### src/rtl/rekeys_pkg.sv
// ----------------------------------------------------------------------------
// rekeys_pkg
// Shared types and constants of the rotary encoder and key scanner.
// ----------------------------------------------------------------------------
package rekeys_pkg;

  localparam int unsigned StepW   = 6;
  localparam int unsigned ThreshW = 8;
  localparam int unsigned CfgW    = 8;
  localparam int unsigned CfgIdxW = 1;

  localparam logic [StepW-1:0]   MaxStep        = 6'd63;
  localparam logic [StepW-1:0]   StepReset      = 6'd1;
  localparam logic [ThreshW-1:0] ThreshReset    = 8'd10;
  localparam logic [ThreshW-1:0] KeyCountMax    = 8'hFF;

  localparam logic [CfgIdxW-1:0] RegStepCount      = 1'd0;
  localparam logic [CfgIdxW-1:0] RegPressThreshold = 1'd1;

  typedef enum logic [1:0] {
    EvUp    = 2'd0,
    EvDown  = 2'd1,
    EvEnter = 2'd2
  } event_e;

  // one sample's worth of work for the back end
  typedef struct packed {
    logic             up;
    logic [StepW-1:0] rot_cnt;
    logic             enter;
  } cmd_t;

endpackage

### src/rtl/rekeys_front.sv
// ----------------------------------------------------------------------------
// rekeys_front
// Takes scan samples, tracks phase A edge and key debounce, and issues one
// command per sample that causes events. Holds the configuration registers.
// ----------------------------------------------------------------------------
module rekeys_front (
  input  logic                          clk_i,
  input  logic                          rst_ni,
  input  logic                          cfg_we_i,
  input  logic [rekeys_pkg::CfgIdxW-1:0] cfg_index_i,
  input  logic [rekeys_pkg::CfgW-1:0]   cfg_wdata_i,
  input  logic                          in_valid_i,
  output logic                          in_ready_o,
  input  logic                          phase_a_i,
  input  logic                          phase_b_i,
  input  logic                          key_level_i,
  output logic                          push_o,
  output rekeys_pkg::cmd_t              cmd_o,
  input  logic                          full_i
);
  import rekeys_pkg::*;

  logic [StepW-1:0]   step_q;
  logic [ThreshW-1:0] thresh_q;
  logic               prev_a_q;
  logic [ThreshW-1:0] low_cnt_q, low_cnt_d;
  logic               latched_q, latched_d;
  logic [StepW-1:0]   step_wr;
  logic               accept;
  logic               rise;
  logic               enter;

  assign in_ready_o = ~full_i;
  assign accept     = in_valid_i & ~full_i;
  assign rise       = phase_a_i & ~prev_a_q;

  always_comb begin
    step_wr = cfg_wdata_i[StepW-1:0];
    if (step_wr > MaxStep) begin
      step_wr = MaxStep;
    end
  end

  always_comb begin
    low_cnt_d = low_cnt_q;
    latched_d = latched_q;
    enter     = 1'b0;
    if (!key_level_i) begin
      if (low_cnt_q < KeyCountMax) begin
        low_cnt_d = low_cnt_q + 8'd1;
      end
      if ((low_cnt_d >= thresh_q) && !latched_q) begin
        latched_d = 1'b1;
        enter     = 1'b1;
      end
    end else begin
      low_cnt_d = '0;
      latched_d = 1'b0;
    end
  end

  assign cmd_o.up      = phase_b_i;
  assign cmd_o.rot_cnt = rise ? step_q : '0;
  assign cmd_o.enter   = enter;
  assign push_o        = accept & (rise | enter);

  always_ff @(posedge clk_i or negedge rst_ni) begin
    if (!rst_ni) begin
      step_q    <= StepReset;
      thresh_q  <= ThreshReset;
      prev_a_q  <= 1'b0;
      low_cnt_q <= '0;
      latched_q <= 1'b0;
    end else begin
      if (cfg_we_i) begin
        if (cfg_index_i == RegStepCount) begin
          if (cfg_wdata_i[StepW-1:0] != '0) begin
            step_q <= step_wr;
          end
        end else if (cfg_index_i == RegPressThreshold) begin
          thresh_q <= cfg_wdata_i[ThreshW-1:0];
        end
      end
      if (accept) begin
        prev_a_q  <= phase_a_i;
        low_cnt_q <= low_cnt_d;
        latched_q <= latched_d;
      end
    end
  end

endmodule

### src/rtl/rekeys_cmd_fifo.sv
// ----------------------------------------------------------------------------
// rekeys_cmd_fifo
// Two-entry command queue between front end and back end.
// ----------------------------------------------------------------------------
module rekeys_cmd_fifo (
  input  logic             clk_i,
  input  logic             rst_ni,
  input  logic             push_i,
  input  rekeys_pkg::cmd_t push_data_i,
  output logic             full_o,
  input  logic             pop_i,
  output logic             empty_o,
  output rekeys_pkg::cmd_t head_o
);
  import rekeys_pkg::*;

  cmd_t       mem_q [2];
  logic       wr_ptr_q;
  logic       rd_ptr_q;
  logic [1:0] cnt_q;
  logic       do_push;
  logic       do_pop;

  assign full_o  = cnt_q[1];
  assign empty_o = (cnt_q == 2'd0);
  assign head_o  = mem_q[rd_ptr_q];
  assign do_push = push_i & ~cnt_q[1];
  assign do_pop  = pop_i & (cnt_q != 2'd0);

  always_ff @(posedge clk_i) begin
    if (do_push) begin
      mem_q[wr_ptr_q] <= push_data_i;
    end
  end

  always_ff @(posedge clk_i or negedge rst_ni) begin
    if (!rst_ni) begin
      wr_ptr_q <= 1'b0;
      rd_ptr_q <= 1'b0;
      cnt_q    <= 2'd0;
    end else begin
      if (do_push) begin
        wr_ptr_q <= ~wr_ptr_q;
      end
      if (do_pop) begin
        rd_ptr_q <= ~rd_ptr_q;
      end
      case ({do_push, do_pop})
        2'b10:   cnt_q <= cnt_q + 2'd1;
        2'b01:   cnt_q <= cnt_q - 2'd1;
        default: cnt_q <= cnt_q;
      endcase
    end
  end

endmodule

### src/rtl/rekeys_back.sv
// ----------------------------------------------------------------------------
// rekeys_back
// Expands queued commands into events in an output register, one per cycle unless the output stalls.
// ----------------------------------------------------------------------------
module rekeys_back (
  input  logic             clk_i,
  input  logic             rst_ni,
  input  logic             empty_i,
  input  rekeys_pkg::cmd_t head_i,
  output logic             pop_o,
  output logic             out_valid_o,
  input  logic             out_ready_i,
  output logic [1:0]       event_code_o,
  output logic             last_event_o
);
  import rekeys_pkg::*;

  logic [StepW-1:0] idx_q, idx_d;
  logic             valid_q;
  event_e           code_q, code_d;
  logic             last_q, last_d;
  logic             emit;
  logic             rot;

  assign emit = ~empty_i & (~valid_q | out_ready_i);
  assign rot  = idx_q < head_i.rot_cnt;

  always_comb begin
    idx_d  = idx_q;
    code_d = EvEnter;
    last_d = 1'b1;
    pop_o  = 1'b0;
    if (rot) begin
      code_d = head_i.up ? EvUp : EvDown;
      last_d = ((idx_q + 6'd1) == head_i.rot_cnt) & ~head_i.enter;
    end
    if (emit) begin
      pop_o = last_d;
      idx_d = last_d ? '0 : idx_q + 6'd1;
    end
  end

  always_ff @(posedge clk_i or negedge rst_ni) begin
    if (!rst_ni) begin
      idx_q   <= '0;
      valid_q <= 1'b0;
      code_q  <= EvUp;
      last_q  <= 1'b0;
    end else begin
      idx_q <= idx_d;
      if (emit) begin
        valid_q <= 1'b1;
        code_q  <= code_d;
        last_q  <= last_d;
      end else if (out_ready_i) begin
        valid_q <= 1'b0;
      end
    end
  end

  assign out_valid_o  = valid_q;
  assign event_code_o = code_q;
  assign last_event_o = last_q;

endmodule

### src/rtl/rotary_encoder_key_scanner_core.sv
// ----------------------------------------------------------------------------
// rotary_encoder_key_scanner_core
// Quadrature encoder and debounced push-key scanner.
// ----------------------------------------------------------------------------
// Each accepted sample is classified combinationally; a sample that causes
// events is queued as one command; the back end emits its events through the
// output register at one per cycle while the output is not stalled, so a sample
// gives at most step_count + 1 events (rotation events, then the enter event).
// The input side keeps taking samples while the two-entry queue has room.
module rotary_encoder_key_scanner_core (
  input  logic                          clk_i,
  input  logic                          rst_ni,
  input  logic                          cfg_we_i,
  input  logic [rekeys_pkg::CfgIdxW-1:0] cfg_index_i,
  input  logic [rekeys_pkg::CfgW-1:0]   cfg_wdata_i,
  input  logic                          in_valid_i,
  output logic                          in_ready_o,
  input  logic                          phase_a_i,
  input  logic                          phase_b_i,
  input  logic                          key_level_i,
  output logic                          out_valid_o,
  input  logic                          out_ready_i,
  output logic [1:0]                    event_code_o,
  output logic                          last_event_o
);
  import rekeys_pkg::*;

  logic push;
  cmd_t push_cmd;
  logic full;
  logic pop;
  logic empty;
  cmd_t head;

  rekeys_front u_front (
    .clk_i,
    .rst_ni,
    .cfg_we_i,
    .cfg_index_i,
    .cfg_wdata_i,
    .in_valid_i,
    .in_ready_o,
    .phase_a_i,
    .phase_b_i,
    .key_level_i,
    .push_o (push),
    .cmd_o  (push_cmd),
    .full_i (full)
  );

  rekeys_cmd_fifo u_fifo (
    .clk_i,
    .rst_ni,
    .push_i      (push),
    .push_data_i (push_cmd),
    .full_o      (full),
    .pop_i       (pop),
    .empty_o     (empty),
    .head_o      (head)
  );

  rekeys_back u_back (
    .clk_i,
    .rst_ni,
    .empty_i (empty),
    .head_i  (head),
    .pop_o   (pop),
    .out_valid_o,
    .out_ready_i,
    .event_code_o,
    .last_event_o
  );

endmodule

### config.mk
export PLATFORM = sky130hd
export DESIGN_NAME = rotary_encoder_key_scanner_core
export DESIGN_NICKNAME = d
export VERILOG_FILES = /design/src/rtl/rekeys_pkg.sv /design/src/rtl/rekeys_front.sv /design/src/rtl/rekeys_cmd_fifo.sv /design/src/rtl/rekeys_back.sv /design/src/rtl/rotary_encoder_key_scanner_core.sv
export SDC_FILE = /design/constraint.sdc
export NUM_CORES = 1
export LEC_CHECK = 0
export CORE_MARGIN = 2
export CORE_UTILIZATION = 47
export CTS_CLUSTER_SIZE = 25
export DETAILED_ROUTE_END_ITERATION = 10
export DONT_BUFFER_PORTS = 1
export GPL_TIMING_DRIVEN = 0
export HOLD_SLACK_MARGIN = 0.15
export PLACE_DENSITY = 0.75
export RECOVER_POWER = 50
export SETUP_SLACK_MARGIN = 0.05
export SKIP_CTS_REPAIR_TIMING = 1
export SLEW_MARGIN = 0
export SYNTH_ARGS = -nofsm -noshare
export SYNTH_HDL_FRONTEND = slang
export SYNTH_SLANG_ARGS = --single-unit
export TNS_END_PERCENT = 100
### constraint.sdc
create_clock -name clk_i -period 3.2 [get_ports clk_i]
set_clock_uncertainty 0.1 [all_clocks]
set_input_delay 0.96 -clock clk_i [delete_from_list [all_inputs] [get_ports clk_i]]
set_output_delay 0.96 -clock clk_i [all_outputs]
set_load 0.05 [all_outputs]
; After elaboration in Yosys (flattened, before gate mapping)
; Memories as Yosys holds them, arrays and structs flattened.
; Index checks and enable logic that the tools add are counted.
[word_totals]
romBits = 0
ramBits = 16
mem_count = 1
latch_bits = 0
reg_bits = 38
[op_classes]
reduce_logical = 11
bitwise_logic = 17
div = 0
eq_ne = 3
shifts = 0
multipliers = 0
order_cmp = 4
n_addsub = 4
mux = 19
[memory_table]
columns = memory, words, width, read_ports, rd_clocked_by_memory_dff, write_ports, line
row1 = u_fifo.mem_q, 2, 8, 1, 0, 1, rekeys_cmd_fifo.sv:17  ; cmd_t mem_q [2];
[ops]
columns = cell, n
row1 = 2-to-1 mux 8 bit, 3
row2 = 2-to-1 mux 6 bit, 3
row3 = 2-to-1 mux 1 bit, 11
row4 = adder 8 x 1 -> 8 bit (second input constant), 1
row5 = greater-or-equal comparator 8 bit, 1
row6 = less-than comparator 8 bit (second input constant), 1
row7 = NOT 1 bit, 8
row8 = nonzero test 2 bit, 4
row9 = AND 1 bit, 7
row10 = adder 6 x 1 -> 6 bit (second input constant), 1
row11 = equality test 6 bit, 1
row12 = greater-than comparator 6 bit (second input constant), 1
row13 = less-than comparator 6 bit, 1
row14 = nonzero test 6 bit, 1
row15 = one-hot mux 2 bit (2 select lines), 1
row16 = AND reduction 2 bit, 2
row17 = AND reduction 3 bit, 1
row18 = adder 2 x 1 -> 2 bit (second input constant), 1
row19 = equality test 2 x 1 -> 1 bit (second input constant), 1
row20 = equality test 2 bit (second input constant), 1
row21 = logical NOT 2 bit, 1
row22 = 2-to-1 mux 2 bit, 1
row23 = OR 1 bit, 2
row24 = subtractor 2 x 1 -> 2 bit (second input constant), 1
row25 = other kinds (2), 2

; Longest topological paths before layout
[depth]
depth_word = 12
ltp_mapped = 18
mapped_depth_nobuf = 16

; Cells and area by module
; From an unflattened synthesis, not the netlist that was laid out.
[unflattened]
hier_cells = 277
area_unflattened_um2 = 3055.4
[by_module_without_submodules]
columns = mod, instances, cells_each, area_per_inst_um2
row1 = rekeys_front, 1, 152, 1508.9
row2 = rekeys_back, 1, 83, 780.7
row3 = rekeys_cmd_fifo, 1, 42, 765.7

; Worst setup path after synthesis
; Ideal clock, no wire load.
[synth_path]
path_kind = register to register
startpoint = register u_front.low_cnt_q[0]
endpoint = register u_fifo.cnt_q[1]
path_stages_with_launch = 18
period_less_slack_ns = 3.434
t_required_ns = 2.960
path_slack_ns = -0.234
n_path_buf = 2
t_arrival_ns = 3.194
setup_ns = 0.140
cell_sequence = dfrtp_1 -> ha_1 -> and3_1 -> clkbuf_1 -> and3_1 -> clkbuf_1 -> nor2_1 -> nand3_1 -> xnor2_1 -> ha_1 -> a21oi_1 -> nor2_1 -> a211oi_1 -> o31ai_1 -> a22oi_1 -> ha_1 -> nor2_1 -> xnor2_1
[synth_between]
elab_chain_cells = 12
word_cells_on_any_way = 15
classes_between = 1 x add/sub / 2 x order compare / 2 x eq/ne / 5 x mux / 3 x bitwise / 2 x reduce/logical
[synth_rtl]
columns = element, line
row1 = "start, declared", rekeys_front.sv:26  ; logic [ThreshW-1:0] low_cnt_q, low_cnt_d;
row2 = "start signal, assigned", rekeys_front.sv:86  ; low_cnt_q <= low_cnt_d;
row3 = adder 8 x 1 -> 8 bit / less-than comparator 8 bit (equally long branches), "rekeys_front.sv:50, rekeys_front.sv:49"
row4 = 2-to-1 mux 8 bit *, rekeys_front.sv:49  ; if (low_cnt_q < KeyCountMax) begin
row5 = 2-to-1 mux 8 bit *, rekeys_front.sv:48  ; if (!key_level_i) begin
row6 = greater-or-equal comparator 8 bit *, rekeys_front.sv:52  ; if ((low_cnt_d >= thresh_q) && !latched_q) begin
row7 = logical AND 1 bit *, rekeys_front.sv:52
row8 = 2-to-1 mux 1 bit *, rekeys_front.sv:52
row9 = 2-to-1 mux 1 bit *, rekeys_front.sv:48
row10 = OR 1 bit *, rekeys_front.sv:65  ; assign push_o = accept & (rise | enter);
row11 = AND 1 bit *, rekeys_front.sv:65
row12 = AND 1 bit *, rekeys_cmd_fifo.sv:27  ; assign do_push = push_i & ~cnt_q[1];
row13 = equality test 2 x 1 -> 1 bit / equality test 2 bit (equally long branches), rekeys_cmd_fifo.sv:48  ; case ({do_push, do_pop})
row14 = one-hot mux 2 bit (2 select lines) / nonzero test 2 bit (equally long branches), -
row15 = "end signal, assigned", rekeys_cmd_fifo.sv:49  ; 2'b10: cnt_q <= cnt_q + 2'd1;
row16 = "end signal, assigned", rekeys_cmd_fifo.sv:50  ; 2'b01: cnt_q <= cnt_q - 2'd1;
row17 = "end signal, assigned", rekeys_cmd_fifo.sv:51  ; default: cnt_q <= cnt_q;
row18 = "end, declared", rekeys_cmd_fifo.sv:20  ; logic [1:0] cnt_q;
; Mark *: on every way between the ends. The rest lies on a longest branch, timed or not. The select of a mux whose other input is x is not followed.
; A chain may end at the register's enable or synchronous reset.

; Final worst setup path
[layout_path]
startpoint = register u_front.low_cnt_q[0]
endpoint = memory u_fifo.mem_q[0][3] (netlist name) (enable)
[layout_between]
elab_chain_cells = 12
word_cells_on_any_way = 13
classes_between = 1 x add/sub / 2 x order compare / 6 x mux / 3 x bitwise / 1 x reduce/logical
[layout_rtl]
columns = element, line
row1 = adder 8 x 1 -> 8 bit / less-than comparator 8 bit (equally long branches), "rekeys_front.sv:50, rekeys_front.sv:49"
row2 = 2-to-1 mux 8 bit *, rekeys_front.sv:49
row3 = 2-to-1 mux 8 bit *, rekeys_front.sv:48
row4 = greater-or-equal comparator 8 bit *, rekeys_front.sv:52
row5 = logical AND 1 bit *, rekeys_front.sv:52
row6 = 2-to-1 mux 1 bit *, rekeys_front.sv:52
row7 = 2-to-1 mux 1 bit *, rekeys_front.sv:48
row8 = OR 1 bit *, rekeys_front.sv:65
row9 = AND 1 bit *, rekeys_front.sv:65
row10 = AND 1 bit *, rekeys_cmd_fifo.sv:27
row11 = 2-to-1 mux 1 bit *, rekeys_cmd_fifo.sv:31  ; if (do_push) begin
row12 = 2-to-1 mux 1 bit (implied by the code) *, rekeys_cmd_fifo.sv:32  ; mem_q[wr_ptr_q] <= push_data_i;
row13 = "end, declared", rekeys_cmd_fifo.sv:17
; Marks and branches as above.

==> metrics.md <==
| Metric | Value |
|---|---|
| Worst R2R Path Depth | 15 |
| Pwr Total | ~2.5 mW |
| Fin cells | about 340 |
| Setup violators final | 18 |
| Die W | just over 80 um |
| Num rows | 27 |
| Fmax | just over 0.3 GHz |
| Top delay family on crit path | compound AO/OA/AOI/OAI gates |
| Num ports | 22 |
| EDFF count, synth | 16 |
| Max Cap Viol | 0 |
| Core box area | ~5600 um2 |
| Core Util, Final | 56.8% |
| R2R setup slack | -0.11 ns |
| RSZ-0062 raised after global routing | yes |
| H-tree depth | 2 |
| Cells after Synth | 245 |
| Minimum clock period | ~3.3 ns |
| IR drop worst, VDD | between 0.5 and 0.6 mV |
| PwrDens | around 800 nW/um2 |
| Overflow after GRT | 0 |
| Initial DRC count | a little under 90 |
| WS Path Type | reg -> reg |
| Placed insts | around 320 |
| RD Place Congestion | 0.762 |
| Sequential element share of the synthesized area | roughly 52% |
| Vias in the first global route | around 1.8k |
| Worst path slowest cell | dfrtp_2 |
| Ys flop type | dfrtp_1 |
| Final hold vios | 0 |
| Met1 WL | between 2000 and 2500 um |
| Leading area contributor after synthesis | dfrtp_1 |
| Post-Syn Area | roughly 2800 um2 |
| CP Data Arrival Time | about 3.3 ns |
| Relative slew margins | 46.5% |
| N_diodes | 0 |
| Synth Area per Inst | approximately 11 um2 |
| Metal3 WL | 135 um |
| Post-synth ARST share | a little over two thirds |
| Vias after detailed routing | ~1.8k |
| Drc violations | 0 |
| Die Area | 6540 um2 |
| Clk sink count | between 50 and 60 |
| Critical path, cell by cell | ha_4 -> and3_4 -> and3_4 -> nor2_4 -> nand3_2 -> xnor2_2 -> ha_1 -> a21oi_2 -> nor2_1 -> a211oi_2 -> o31ai_4 -> a22oi_2 -> buf_4 -> buf_6 -> nor2_4 |
| Fin worst setup slack | -0.113 ns |
| Post-detailed-route wirelength per cell | 15.2 um |
| GRT Overall Usage | approximately 16% |
| Highest routed metal layer | met4 |
| Crit path largest cell delay | ~0.45 ns |
| Layout cells sized above 1 | around 23% |
| Nets@finish | a little under 300 |
| CP Data Required Time | approximately 3.2 ns |
| #FFs+latches synth | 54 |
| Met2 WL | 2650 um |
| Post-Route WL | 5120 um |
| Post-synthesis net count | between 200 and 300 |
| Worst Path Buf+Inv | 2 |
| Distinct cell type count after synthesis | 42 |
| Starting Density | 49.5% |
| Crit path capture type | flop |
| Port bufs | 0 |
| Clk Latency, worst-skew pair | 0.32 ns |
| Routed Antenna Nets | 0 |
| RR Endpoint | u_fifo.mem_q[0][3] |
| CTS tree | done |
| Slew Viols, Final | 0 |
| Critical-path maximum fanout | 8 |
| Tcrit/Tclk final | 104% |
| Area Overhead vs Synth | 14.6% |
| Max Root-Sink Buffers | 2 |
| DP Wirelength | around 3500 um |
| Via density | between 5 and 6 |
| Antenna violations before repair | 0 |
| HP Class | in -> async |
| Worst Tran Pin Value | 0.801 ns |
| Top cell type's share of synthesized area | between 30% and 40% |
| Leakage | between 1 and 1.5 nW |
| Num CTS Buffers | 5 |
| Largest net degree at the start of global routing | 39 |
| Pre-antenna DRT Iters | 4 |
| Global-route wire length before repair | 8190 um |
| Yosys Warn Count | 0 |
| Failing checks | setup timing |
| Crit Reg-Reg Startpoint | u_front.low_cnt_q[0] |
| Die H | approximately 80 um |
| Worst-path clk slew | 0.10 ns |
| Clock root buffer | clkbuf_8 |
| Startpoint Class | flop |
| Run status | complete, but fails checks |
| Leading cell types by count after synthesis | dfrtp_1 (35), nand2_1 (19), ha_1 (17) |
| Most frequent cell after synthesis | dfrtp_1 |
| Ranking of synthesized cells by area | dfrtp_1 (32%), edfxtp_1 (17%), ha_1 (7.7%) |
==> layout by cell type (no fill, tap or decap), types with 4 or more instances in the layout <==
master    instances
a21oi_1          10
a22o_1            4
and2_1            5
buf_4            12
clkbuf_8          5
dfrtp_1          34
edfxtp_1         16
ha_1             15
inv_1            13
mux2_2           15
mux2i_1           6
nand2_1          19
nand3_1           6
nor2_1           12
nor2b_1           4
nor3_1            4
o21a_1            4
o21ai_0          10
xnor2_1          10
xor2_1            7
==> sequential cells by signal, summed over array words and instances, names as in the netlist, 2 cells and up <==
name and cells:
u_front.thresh_q 8, u_fifo.mem_q 16, u_back.idx_q 6, u_front.low_cnt_q 8, u_front.step_q 6, u_fifo.cnt_q 2, u_back.event_code_o 2
==> report_power, final <==
| part | internal, mW | switching [mW] |
|---|---|---|
| clock network | 0.235 | 0.236 |
| logic | 0.459 | 0.481 |
| registers | 0.882 | 0.227 |
==> logic make-up (layout without fill, tap and decap cells) <==
| logic type | count (synthesis) | after routing | share of synthesized area, % |
|---|---|---|---|
| muxes | 22 | 22 | 8.74 |
| DFF | 54 | 54 | 51.7 |
| buffers and inverters | 19 | 38 | 2.84 |
| and+or+nand+nor | 73 | 73 | 13.5 |
| AOI/OAI and AO/OA | 41 | 41 | 9.59 |
| xor gates and xnor gates | 19 | 19 | 5.99 |
| adders and majority gates | 17 | 17 | 7.66 |
==> area by class of cell <==
cell class                      count  area [um2]
Fill cell                         487        2420
Sequential cell                    54        1440
Inverter                           13        48.8
Multi-Input combinational cell    172        1380
Clock inverter                      2        36.3
Buffer                              4        22.5
Tap cell                           72        90.1
Clock buffer                        6        72.6
Timing Repair Buffer               13         101
==> per-stage QoR <==
| stage | setup TNS [ns] | cell area, um2 | worst slack [ns] | hold slack, ns |
|---|---|---|---|---|
| after detailed placement | -8.00 | 2890 | -0.480 | 0.368 |
| after floorplan | -0.127 | 2800 | -0.102 | 0.346 |
| final | -1.14 | 3180 | -0.113 | 0.224 |
| after global routing | -3.03 | 3180 | -0.215 | 0.212 |
| after global placement | -7.40 | 2890 | -0.462 | 0.360 |
| after CTS | -9.20 | 3000 | -0.561 | 0.223 |
==> layer usage <==
metal	GRT usage, %	vias to the layer above
met2	29.6	22
met4	4.58	0
li1	-	902
met5	0	-
met1	19.3	877
met3	3.67	9
==> worst max path at each step <==
stage                               from                 end  slack, ns  depth (start not counted)
finish              u_front.low_cnt_q[0]  u_fifo.mem_q[0][3]      -0.11                         15
global route        u_front.low_cnt_q[0]  u_fifo.mem_q[0][4]      -0.22                         14
CTS                 u_front.low_cnt_q[0]     u_fifo.cnt_q[1]      -0.56                         18
detailed placement  u_front.low_cnt_q[0]     u_fifo.cnt_q[1]      -0.48                         18
global placement    u_front.low_cnt_q[0]     u_fifo.cnt_q[1]      -0.46                         18
floorplan           u_front.low_cnt_q[0]     u_fifo.cnt_q[1]      -0.10                         18
Note: power is estimated with default switching activity, not from simulation.
